File: src/fdm_pkg.sv
// Shared types and constants for the motor drive fault monitor.
// Used by every module of the block; depends on nothing.
`default_nettype none

package fdm_pkg;

    // Field widths.
    localparam int CurrentWidth   = 16;
    localparam int MagWidth       = CurrentWidth + 1;
    localparam int OcLimitWidth   = 15;
    localparam int VoltWidth      = 16;
    localparam int TempWidth      = 16;
    localparam int OtLimitWidth   = 15;
    localparam int CfgIndexWidth  = 3;
    localparam int CfgDataWidth   = 16;
    localparam int NumPhases      = 3;

    // Configuration register indexes.
    typedef enum logic [CfgIndexWidth-1:0] {
        CFG_OVER_CURRENT_LIMIT     = 3'd0,
        CFG_OVER_VOLTAGE_LIMIT     = 3'd1,
        CFG_UNDER_VOLTAGE_LIMIT    = 3'd2,
        CFG_OVER_TEMPERATURE_LIMIT = 3'd3,
        CFG_ARMED                  = 3'd4
    } cfg_index_t;

    // Item operations.
    typedef enum logic {
        OP_EVALUATE = 1'b0,
        OP_DELIVER  = 1'b1
    } op_t;

    // Fault reasons.
    typedef enum logic [1:0] {
        REASON_OVER_CURRENT     = 2'd0,
        REASON_OVER_VOLTAGE     = 2'd1,
        REASON_UNDER_VOLTAGE    = 2'd2,
        REASON_OVER_TEMPERATURE = 2'd3
    } reason_t;

    // Trip findings of the check lanes for one item.
    typedef struct packed {
        logic over_current;
        logic over_voltage;
        logic under_voltage;
        logic over_temperature;
    } trip_t;

    // Result of one item.
    typedef struct packed {
        logic    fault_asserted;
        logic    notify_valid;
        reason_t notify_reason;
        logic    notify_pending;
    } result_t;

endpackage

`default_nettype wire

File: src/motor_drive_fault_monitor_top.sv
// Motor drive fault monitor, top level: configuration, check lanes, output stage.
// Two register stages: the lane findings register, then the output register.
// Throughput: one item per cycle; ready is held low only by a stalled result.
// Reset (aresetn, synchronous, active low) zeroes all limits, disarms the
// monitor and clears the fault flags; no clearing pass is needed.
// Depends on fdm_pkg, fdm_current_lane and fdm_fault_merge.
`default_nettype none

module motor_drive_fault_monitor_top
    import fdm_pkg::*;
(
    input  wire logic                           aclk,
    input  wire logic                           aresetn,
    // Configuration write port.
    input  wire logic                           cfg_wr_en,
    input  wire logic [CfgIndexWidth-1:0]       cfg_index,
    input  wire logic [CfgDataWidth-1:0]        cfg_wdata,
    // Input channel.
    input  wire logic                           s_valid,
    output logic                                s_ready,
    input  wire logic                           s_operation,
    input  wire logic signed [CurrentWidth-1:0] s_current_a,
    input  wire logic signed [CurrentWidth-1:0] s_current_b,
    input  wire logic signed [CurrentWidth-1:0] s_current_c,
    input  wire logic [VoltWidth-1:0]           s_bus_voltage,
    input  wire logic signed [TempWidth-1:0]    s_winding_temperature,
    // Result channel.
    output logic                                m_valid,
    input  wire logic                           m_ready,
    output logic                                m_fault_asserted,
    output logic                                m_notify_valid,
    output logic [1:0]                          m_notify_reason,
    output logic                                m_notify_pending
);

    logic [OcLimitWidth-1:0] oc_limit_reg;
    logic [VoltWidth-1:0]    ov_limit_reg;
    logic [VoltWidth-1:0]    uv_limit_reg;
    logic [OtLimitWidth-1:0] ot_limit_reg;
    logic                    armed_reg;
    logic                    cfg_clear;

    logic signed [CurrentWidth-1:0] phase_current [NumPhases];
    logic [NumPhases-1:0]           phase_hit;
    trip_t                          trip_now;

    logic    s1_valid_reg;
    op_t     s1_op_reg;
    trip_t   s1_trip_reg;
    logic    s1_advance;
    logic    out_free;
    logic    s_accept;
    result_t merge_result;

    logic    m_valid_reg;
    result_t m_result_reg;

    // Configuration registers; limit writes and disarming clear the flags.
    always_ff @(posedge aclk) begin
        if (!aresetn) begin
            oc_limit_reg <= '0;
            ov_limit_reg <= '0;
            uv_limit_reg <= '0;
            ot_limit_reg <= '0;
            armed_reg    <= 1'b0;
        end else if (cfg_wr_en) begin
            unique case (cfg_index)
                CFG_OVER_CURRENT_LIMIT:     oc_limit_reg <= cfg_wdata[OcLimitWidth-1:0];
                CFG_OVER_VOLTAGE_LIMIT:     ov_limit_reg <= cfg_wdata[VoltWidth-1:0];
                CFG_UNDER_VOLTAGE_LIMIT:    uv_limit_reg <= cfg_wdata[VoltWidth-1:0];
                CFG_OVER_TEMPERATURE_LIMIT: ot_limit_reg <= cfg_wdata[OtLimitWidth-1:0];
                CFG_ARMED:                  armed_reg    <= cfg_wdata[0];
                default:                    armed_reg    <= armed_reg;
            endcase
        end
    end

    always_comb begin
        cfg_clear = 1'b0;
        if (cfg_wr_en) begin
            unique case (cfg_index)
                CFG_OVER_CURRENT_LIMIT,
                CFG_OVER_VOLTAGE_LIMIT,
                CFG_UNDER_VOLTAGE_LIMIT,
                CFG_OVER_TEMPERATURE_LIMIT: cfg_clear = 1'b1;
                CFG_ARMED:                  cfg_clear = !cfg_wdata[0];
                default:                    cfg_clear = 1'b0;
            endcase
        end
    end

    // Phase current lanes, one per phase.
    assign phase_current[0] = s_current_a;
    assign phase_current[1] = s_current_b;
    assign phase_current[2] = s_current_c;

    for (genvar i = 0; i < NumPhases; i++) begin : g_phase
        fdm_current_lane u_lane (
            .current    (phase_current[i]),
            .limit      (oc_limit_reg),
            .over_limit (phase_hit[i])
        );
    end

    // Over-current, bus voltage and temperature checks; a zero limit disables its check.
    always_comb begin
        trip_now.over_current     = (oc_limit_reg != '0) && (|phase_hit);
        trip_now.over_voltage     = (ov_limit_reg != '0) && (s_bus_voltage > ov_limit_reg);
        trip_now.under_voltage    = (uv_limit_reg != '0) && (s_bus_voltage < uv_limit_reg);
        trip_now.over_temperature = (ot_limit_reg != '0)
            && (s_winding_temperature > $signed({1'b0, ot_limit_reg}));
    end

    // Pipeline handshake: both stages move whenever the output can take a result.
    assign out_free   = !m_valid_reg || m_ready;
    assign s1_advance = s1_valid_reg && out_free;
    assign s_ready    = !s1_valid_reg || out_free;
    assign s_accept   = s_valid && s_ready;

    // Lane findings register.
    always_ff @(posedge aclk) begin
        if (!aresetn) begin
            s1_valid_reg <= 1'b0;
        end else if (s_ready) begin
            s1_valid_reg <= s_valid;
        end
    end

    always_ff @(posedge aclk) begin
        if (s_accept) begin
            s1_op_reg   <= op_t'(s_operation);
            s1_trip_reg <= trip_now;
        end
    end

    // Merge stage with the fault flags.
    fdm_fault_merge u_merge (
        .aclk      (aclk),
        .aresetn   (aresetn),
        .item_en   (s1_advance),
        .op        (s1_op_reg),
        .trip      (s1_trip_reg),
        .armed     (armed_reg),
        .cfg_clear (cfg_clear),
        .result    (merge_result)
    );

    // Output register.
    always_ff @(posedge aclk) begin
        if (!aresetn) begin
            m_valid_reg <= 1'b0;
        end else if (out_free) begin
            m_valid_reg <= s1_valid_reg;
        end
    end

    always_ff @(posedge aclk) begin
        if (s1_advance) begin
            m_result_reg <= merge_result;
        end
    end

    assign m_valid          = m_valid_reg;
    assign m_fault_asserted = m_result_reg.fault_asserted;
    assign m_notify_valid   = m_result_reg.notify_valid;
    assign m_notify_reason  = m_result_reg.notify_reason;
    assign m_notify_pending = m_result_reg.notify_pending;

endmodule

`default_nettype wire

File: src/fdm_current_lane.sv
// One phase current lane: 17-bit magnitude and compare against the trip limit.
// Depends on fdm_pkg.
`default_nettype none

module fdm_current_lane
    import fdm_pkg::*;
(
    input  wire logic signed [CurrentWidth-1:0] current,
    input  wire logic        [OcLimitWidth-1:0] limit,
    output logic                                over_limit
);

    logic [MagWidth-1:0] magnitude;

    // Magnitude of a two's complement value, one bit wider so -32768 fits.
    always_comb begin
        if (current[CurrentWidth-1]) begin
            magnitude = MagWidth'(0) - {current[CurrentWidth-1], current};
        end else begin
            magnitude = {1'b0, current};
        end
    end

    assign over_limit = magnitude > MagWidth'(limit);

endmodule

`default_nettype wire

File: src/fdm_fault_merge.sv
// Merge stage: priority selection of the lane trips and the fault flags.
// Holds asserted, notified and pending state; depends on fdm_pkg.
`default_nettype none

module fdm_fault_merge
    import fdm_pkg::*;
(
    input  wire logic    aclk,
    input  wire logic    aresetn,
    input  wire logic    item_en,
    input  wire op_t     op,
    input  wire trip_t   trip,
    input  wire logic    armed,
    input  wire logic    cfg_clear,
    output result_t      result
);

    logic    asserted_reg, asserted_next;
    logic    notified_reg, notified_next;
    logic    pending_reg, pending_next;
    reason_t reason_reg, reason_next;
    reason_t trip_reason;
    logic    tripped;
    logic    notify_valid;
    reason_t notify_reason;

    // Highest-priority reason among the lanes that tripped.
    always_comb begin
        tripped = trip.over_current | trip.over_voltage
                | trip.under_voltage | trip.over_temperature;
        priority if (trip.over_current) begin
            trip_reason = REASON_OVER_CURRENT;
        end else if (trip.over_voltage) begin
            trip_reason = REASON_OVER_VOLTAGE;
        end else if (trip.under_voltage) begin
            trip_reason = REASON_UNDER_VOLTAGE;
        end else begin
            trip_reason = REASON_OVER_TEMPERATURE;
        end
    end

    // Flag update for one item.
    always_comb begin
        asserted_next = asserted_reg;
        notified_next = notified_reg;
        pending_next  = pending_reg;
        reason_next   = reason_reg;
        notify_valid  = 1'b0;
        notify_reason = REASON_OVER_CURRENT;
        if (item_en) begin
            unique case (op)
                OP_EVALUATE: begin
                    if (armed) begin
                        asserted_next = tripped;
                        if (!tripped) begin
                            notified_next = 1'b0;
                        end else if (!notified_reg) begin
                            reason_next  = trip_reason;
                            pending_next = 1'b1;
                        end
                    end
                end
                OP_DELIVER: begin
                    if (pending_reg) begin
                        pending_next  = 1'b0;
                        notified_next = 1'b1;
                        notify_valid  = 1'b1;
                        notify_reason = reason_reg;
                    end
                end
                default: begin
                    asserted_next = asserted_reg;
                end
            endcase
        end
    end

    assign result.fault_asserted = asserted_next;
    assign result.notify_valid   = notify_valid;
    assign result.notify_reason  = notify_reason;
    assign result.notify_pending = pending_next;

    // State registers; a configuration clear ends any fault episode.
    always_ff @(posedge aclk) begin
        if (!aresetn) begin
            asserted_reg <= 1'b0;
            notified_reg <= 1'b0;
            pending_reg  <= 1'b0;
            reason_reg   <= REASON_OVER_CURRENT;
        end else if (cfg_clear) begin
            asserted_reg <= 1'b0;
            notified_reg <= 1'b0;
            pending_reg  <= 1'b0;
        end else begin
            asserted_reg <= asserted_next;
            notified_reg <= notified_next;
            pending_reg  <= pending_next;
            reason_reg   <= reason_next;
        end
    end

`ifndef SYNTHESIS
    // A notification is only handed out when one was pending.
    a_notify_needs_pending: assert property (@(posedge aclk) disable iff (!aresetn)
        item_en && result.notify_valid |-> pending_reg)
        else $error("notification delivered with nothing pending");

    // A delivered notification leaves the episode marked notified.
    a_deliver_marks_notified: assert property (@(posedge aclk) disable iff (!aresetn)
        item_en && result.notify_valid && !cfg_clear |=> notified_reg && !pending_reg)
        else $error("delivery did not mark the fault notified");

    // A configuration clear drops all flags.
    a_cfg_clear_flags: assert property (@(posedge aclk) disable iff (!aresetn)
        cfg_clear |=> !asserted_reg && !notified_reg && !pending_reg)
        else $error("configuration write did not clear the flags");

    // An episode already notified never has a reason pending.
    a_notified_not_pending: assert property (@(posedge aclk) disable iff (!aresetn)
        !(notified_reg && pending_reg))
        else $error("fault both notified and pending");
`endif

endmodule

`default_nettype wire

File: config.mk
export PLATFORM = sky130hd
export DESIGN_NAME = motor_drive_fault_monitor_top
export DESIGN_NICKNAME = d
export VERILOG_FILES = /design/src/fdm_pkg.sv /design/src/motor_drive_fault_monitor_top.sv /design/src/fdm_current_lane.sv /design/src/fdm_fault_merge.sv
export SDC_FILE = /design/constraint.sdc
export NUM_CORES = 1
export LEC_CHECK = 0
export ABC_CLOCK_PERIOD_IN_PS = 4240
export BUFFER_PORTS_ARGS = -buffer_cell sky130_fd_sc_hd__buf_2
export CAP_MARGIN = 30
export CORE_MARGIN = 10
export CORE_UTILIZATION = 57
export DETAILED_ROUTE_END_ITERATION = 10
export GPL_TIMING_DRIVEN = 0
export PLACE_DENSITY = 0.85
export SYNTH_ARGS = -nofsm -noshare
export SYNTH_HDL_FRONTEND = slang
export SYNTH_SLANG_ARGS = --single-unit
File: constraint.sdc
create_clock -name aclk -period 4.24 [get_ports aclk]
set_clock_uncertainty 0.05 [all_clocks]
set_input_delay 0.636 -clock aclk [delete_from_list [all_inputs] [get_ports aclk]]
set_output_delay 0.636 -clock aclk [all_outputs]
set_load 0.01 [all_outputs]
### Word level (Yosys, flattened, before mapping)

Cells that the tools add are included.

* $add $sub $neg: 3
* multipliers: 0
* divide/modulo/power cells: 0
* magnitude comparators: 6
* equal/unequal tests: 7
* shift-type cells: 0
* mux-type cells: 21
* bitwise operators: 7
* reductions and logical operators: 27

Operators by type and width (count)
* 17-bit by 15-bit > comparator with 1-bit output: 3
* 17-bit 2-to-1 mux: 3
* 1-bit by 16-bit subtractor with 17-bit output, first input constant: 3
* 16-bit > comparator: 2
* 16-bit nonzero test: 2
* 15-bit nonzero test: 2
* 16-bit less-than comparator: 1
* 1-bit 2-to-1 mux: 13
* 2-bit AND reduction: 6
* 3-bit by 2-bit == test with 1-bit output, second input constant: 2
* 1-bit logical AND: 6
* 1-bit case mux with 2 select lines: 3
* 6-bit AND reduction: 1
* 2-bit 2-to-1 mux: 2
* 2-bit inequality test, second input constant: 2
* 1-bit NOT: 4
* 4-bit AND reduction: 1
* 4-bit OR reduction: 1
* 3-bit by 1-bit == test with 1-bit output, second input constant: 1
* 3-bit == test, second input constant: 1
* 1-bit logical NOT: 3
* 3-bit logical NOT: 1
* 1-bit bitwise OR: 3
* 3-bit OR reduction: 1
* 3 further kinds: 4

* bits in registers: 80
* latch bits: 0
* bits in writable memories: 0
* bits in read-only memories: 0
* memories kept: 0

### Logic depth before layout (Yosys ltp)

* word-level depth: 7
* mapped depth: 14
* depth with buffers taken out: 14

### Hierarchy

Synthesis repeated with hierarchy kept, for this count alone.

* cells, all modules: 802
* area, all modules: 6581.3 um2

By module, submodules not included
* motor_drive_fault_monitor_top: instances 1, cells each 487, area an instance 4249.1 um2
* fdm_current_lane: instances 3, cells each 94, area an instance 680.7 um2
* fdm_fault_merge: instances 1, cells each 33, area an instance 290.3 um2

### Worst setup path after synthesis

OpenSTA, ideal clock, no wires.

* kind: in2reg
* start point: input port s_current_b[8]
* end point: register s1_trip_reg[3] (netlist name), data pin
* arrival: 3.063 ns
* data required time: 3.923 ns
* path slack: 0.860 ns
* stages: 10
* cell sequence: or4_1 > or3_1 > o41ai_1 > xnor2_1 > ha_1 > a211o_1 > a221oi_1 > a221oi_1 > a311oi_1 > a31oi_1

RTL lines
* from (decl): line motor_drive_fault_monitor_top.sv:23 `input wire logic signed [CurrentWidth-1:0] s_current_b,`
* to (signal assigned): line motor_drive_fault_monitor_top.sv:132 `s1_trip_reg <= trip_now;`
* to (decl): line motor_drive_fault_monitor_top.sv:49 `trip_t s1_trip_reg;`

==> results.json <==
{
  "status": "finished, final reports clean",
  "slew_viol_final": 0,
  "antenna_left": 0,
  "yosysWarningCount": 0,
  "grtUsageTotal": 0.201,
  "clk_path_buf_depth": 2,
  "mostFrequentLayoutCell": "nand2_1",
  "clockRootBuffer": "clkbuf_8",
  "syn_to_final_growth_pct": 15.4,
  "finalPower_w": 0.00187,
  "hpwl_mm": 13.4,
  "ys_seq_area_frac": 0.275,
  "htreeDepth": 3,
  "crit_path_max_fanout": 4,
  "synth.net_count": 980,
  "timing.rr.end": "s1_trip_reg[3]$_DFFE_PP_",
  "drive_gt1_frac": 0.145,
  "port_buffers": 109,
  "fmax_mhz": 288,
  "core_mm2": 0.0107,
  "crit_path_end": "s1_trip_reg[3]$_DFFE_PP_",
  "setup_viol": 0,
  "setup-tns-final_ns": 0,
  "internal-power_w": 0.00133,
  "crit_type": "in -> reg",
  "rsz0062_at_grt": "no",
  "reg2reg_setup_slack_ns": 1.70,
  "syn_area_mm2": 0.00620,
  "synth_edf_count": 10,
  "place.gp.congestion": 0.877,
  "tightest_slew_ns": 0.641,
  "clk_latency_ns": 0.36,
  "path_clk_slew_ns": 0.09,
  "cp-start-kind": "input pin",
  "grt_max_degree": 17,
  "nets": 1100,
  "via_per_inst": 5.65,
  "ff2ff_path_depth": 8,
  "leakagePower_nw": 2.77,
  "maxCapViolCount": 0,
  "cts_tree": "done",
  "wirelength_mm": 16.3,
  "grt_pass1_vias": 5732,
  "ios": 112,
  "yosysUniqueCellTypes": 51,
  "cts_resized": 0,
  "async_flop_share": 0,
  "dieArea_mm2": 0.0154,
  "irDropWorstVdd_mv": 0.237,
  "clkSinkCount": 80,
  "seqPwrFrac": 0.429,
  "ctsHoldBuffers": 0,
  "via_count": 5913,
  "initialDrtViolationCount": 326,
  "n_antenna_cell": 0,
  "grt.overflow.total": 0,
  "cp-startpoint": "s_current_b[4]",
  "utilization": 0.665,
  "power.density_mw_per_mm2": 262,
  "r2r-start": "oc_limit_reg[3]$_SDFFE_PN0P_",
  "cts_setup_buffers": 0,
  "first_pass_iters": 5,
  "ys_ff_latch": 80,
  "die_y_um": 124,
  "min_path_type": "in -> reg",
  "synthCells": 781,
  "layout_min_cycle_time_ns": 3.47,
  "rows": 38,
  "cts-buffers-inserted": 9,
  "final_cell_mix": "164 x nand2_1, 110 x buf_2, 94 x ha_1",
  "die_w_um": 124,
  "relSlewSlack": 0.572,
  "hold_viol": 0,
  "arrival_ns": 3.53,
  "clkPwrFrac": 0.343,
  "synthFlopType": "dfxtp_1",
  "drc": 0,
  "swShare": 0.292,
  "min_period_over_period": 0.819,
  "syn_avg_cell_area_um2": 7.94,
  "initial_core_util": 0.577,
  "drt-wirelength-per-cell_um": 15.6,
  "end_kind": "flop",
  "antenna_found_initial": 0,
  "grt_pass1_wl_mm": 26.9,
  "p_comb_frac": 0.228,
  "switching_power_w": 0.000547,
  "required_ns": 4.29
}
-- worst min path at each step --
stage | endpoint | cells past startpoint | slack (ns) | start
after floorplan | u_merge.reason_reg[0]$_SDFFE_PN0P_ | 2 | 0.39 | u_merge.reason_reg[0]$_SDFFE_PN0P_
after global placement | u_merge.reason_reg[1]$_SDFFE_PN0P_ | 2 | 0.41 | u_merge.reason_reg[1]$_SDFFE_PN0P_
after detailed placement | u_merge.reason_reg[1]$_SDFFE_PN0P_ | 2 | 0.41 | u_merge.reason_reg[1]$_SDFFE_PN0P_
after CTS | s1_op_reg$_DFFE_PP_ | 1 | 0.39 | s_operation
after global routing | s1_op_reg$_DFFE_PP_ | 1 | 0.40 | s_operation
final | s1_op_reg$_DFFE_PP_ | 1 | 0.40 | s_operation
-- layer usage --
metal | up-vias | share of wire | global-route usage
li1 | 2991 | - | -
met1 | 2735 | 0.44 | 0.254
met2 | 166 | 0.49 | 0.346
met3 | 21 | 0.060 | 0.0379
met4 | 0 | 0.013 | 0.0425
met5 | - | 0 | 0
-- final cells by class --
type,count,area (µm²)
tap,140,175
clock inverter,7,108
inverter,70,263
fill,969,3590
timing repair buffer,109,546
buffer,23,87.6
sequential,80,1700
multi-input combinational,608,4150
clock buffer,9,124
-- power groups by stage --
stage	combinational, W	sequential, W	clock, W
floorplan	0.000268	0.000816	0
global route	0.000486	0.000806	0.000673
global placement	0.000407	0.000819	0
detailed placement	0.000420	0.000821	0
CTS	0.000424	0.000803	0.000651
finish	0.000427	0.000804	0.000642
-- kinds of logic after synthesis --
kind of cell / synth area share
compound gates: 0.195
xor+xnor: 0.0551
fa+ha+maj: 0.190
buf+inv: 0.0565
flops: 0.275
mux: 0.00161
simple gates: 0.227
-- metrics by stage --
| stage | setup slack (ns) | hold WS [ns] | area, µm² | cells |
|---|---|---|---|---|
| floorplan | 0.860 | 0.387 | 6200 | 781 |
| global placement | 0.434 | 0.406 | 6920 | 1030 |
| detailed placement | 0.393 | 0.412 | 6920 | 1030 |
| CTS | 0.778 | 0.393 | 7150 | 1046 |
| global route | 0.521 | 0.395 | 7150 | 1046 |
| finish | 0.767 | 0.403 | 7150 | 1046 |
-- cells in the mapped netlist, types with 3 or more instances --
| cell | number | area [µm²] |
|---|---|---|
| nor4_1 | 17 | 106 |
| xnor2_1 | 39 | 342 |
| o31ai_1 | 16 | 120 |
| o41ai_1 | 3 | 26.3 |
| nor2b_1 | 11 | 68.8 |
| and4_1 | 5 | 43.8 |
| nand2_1 | 164 | 616 |
| nand2b_1 | 4 | 25.0 |
| and3_1 | 6 | 37.5 |
| nand4_1 | 13 | 81.3 |
| inv_1 | 70 | 263 |
| nor3_1 | 11 | 55.1 |
| clkbuf_1 | 22 | 82.6 |
| a21o_1 | 9 | 67.6 |
| nor2_1 | 23 | 86.3 |
| or3_1 | 11 | 68.8 |
| a31oi_1 | 5 | 31.3 |
| a41oi_1 | 3 | 26.3 |
| ha_1 | 94 | 1180 |
| nand3_1 | 13 | 65.1 |
| o21ai_0 | 25 | 125 |
| dfxtp_1 | 70 | 1400 |
| o21a_1 | 6 | 45.0 |
| or4_1 | 6 | 45.0 |
| a21oi_1 | 23 | 115 |
| a21boi_0 | 65 | 488 |
| edfxtp_1 | 10 | 300 |
| a211oi_1 | 4 | 30.0 |
-- critical path, cell delays in order --
cell and delay (ns):
buf_2 0.12, nor4_1 0.35, nand2_1 0.17, or3_1 0.39
o41ai_1 0.31, xnor2_1 0.18, ha_1 0.29, a211o_1 0.26
a221oi_1 0.21, a221oi_1 0.17, a311oi_1 0.32, a31oi_1 0.14
Power figures use the tool's default switching activity.
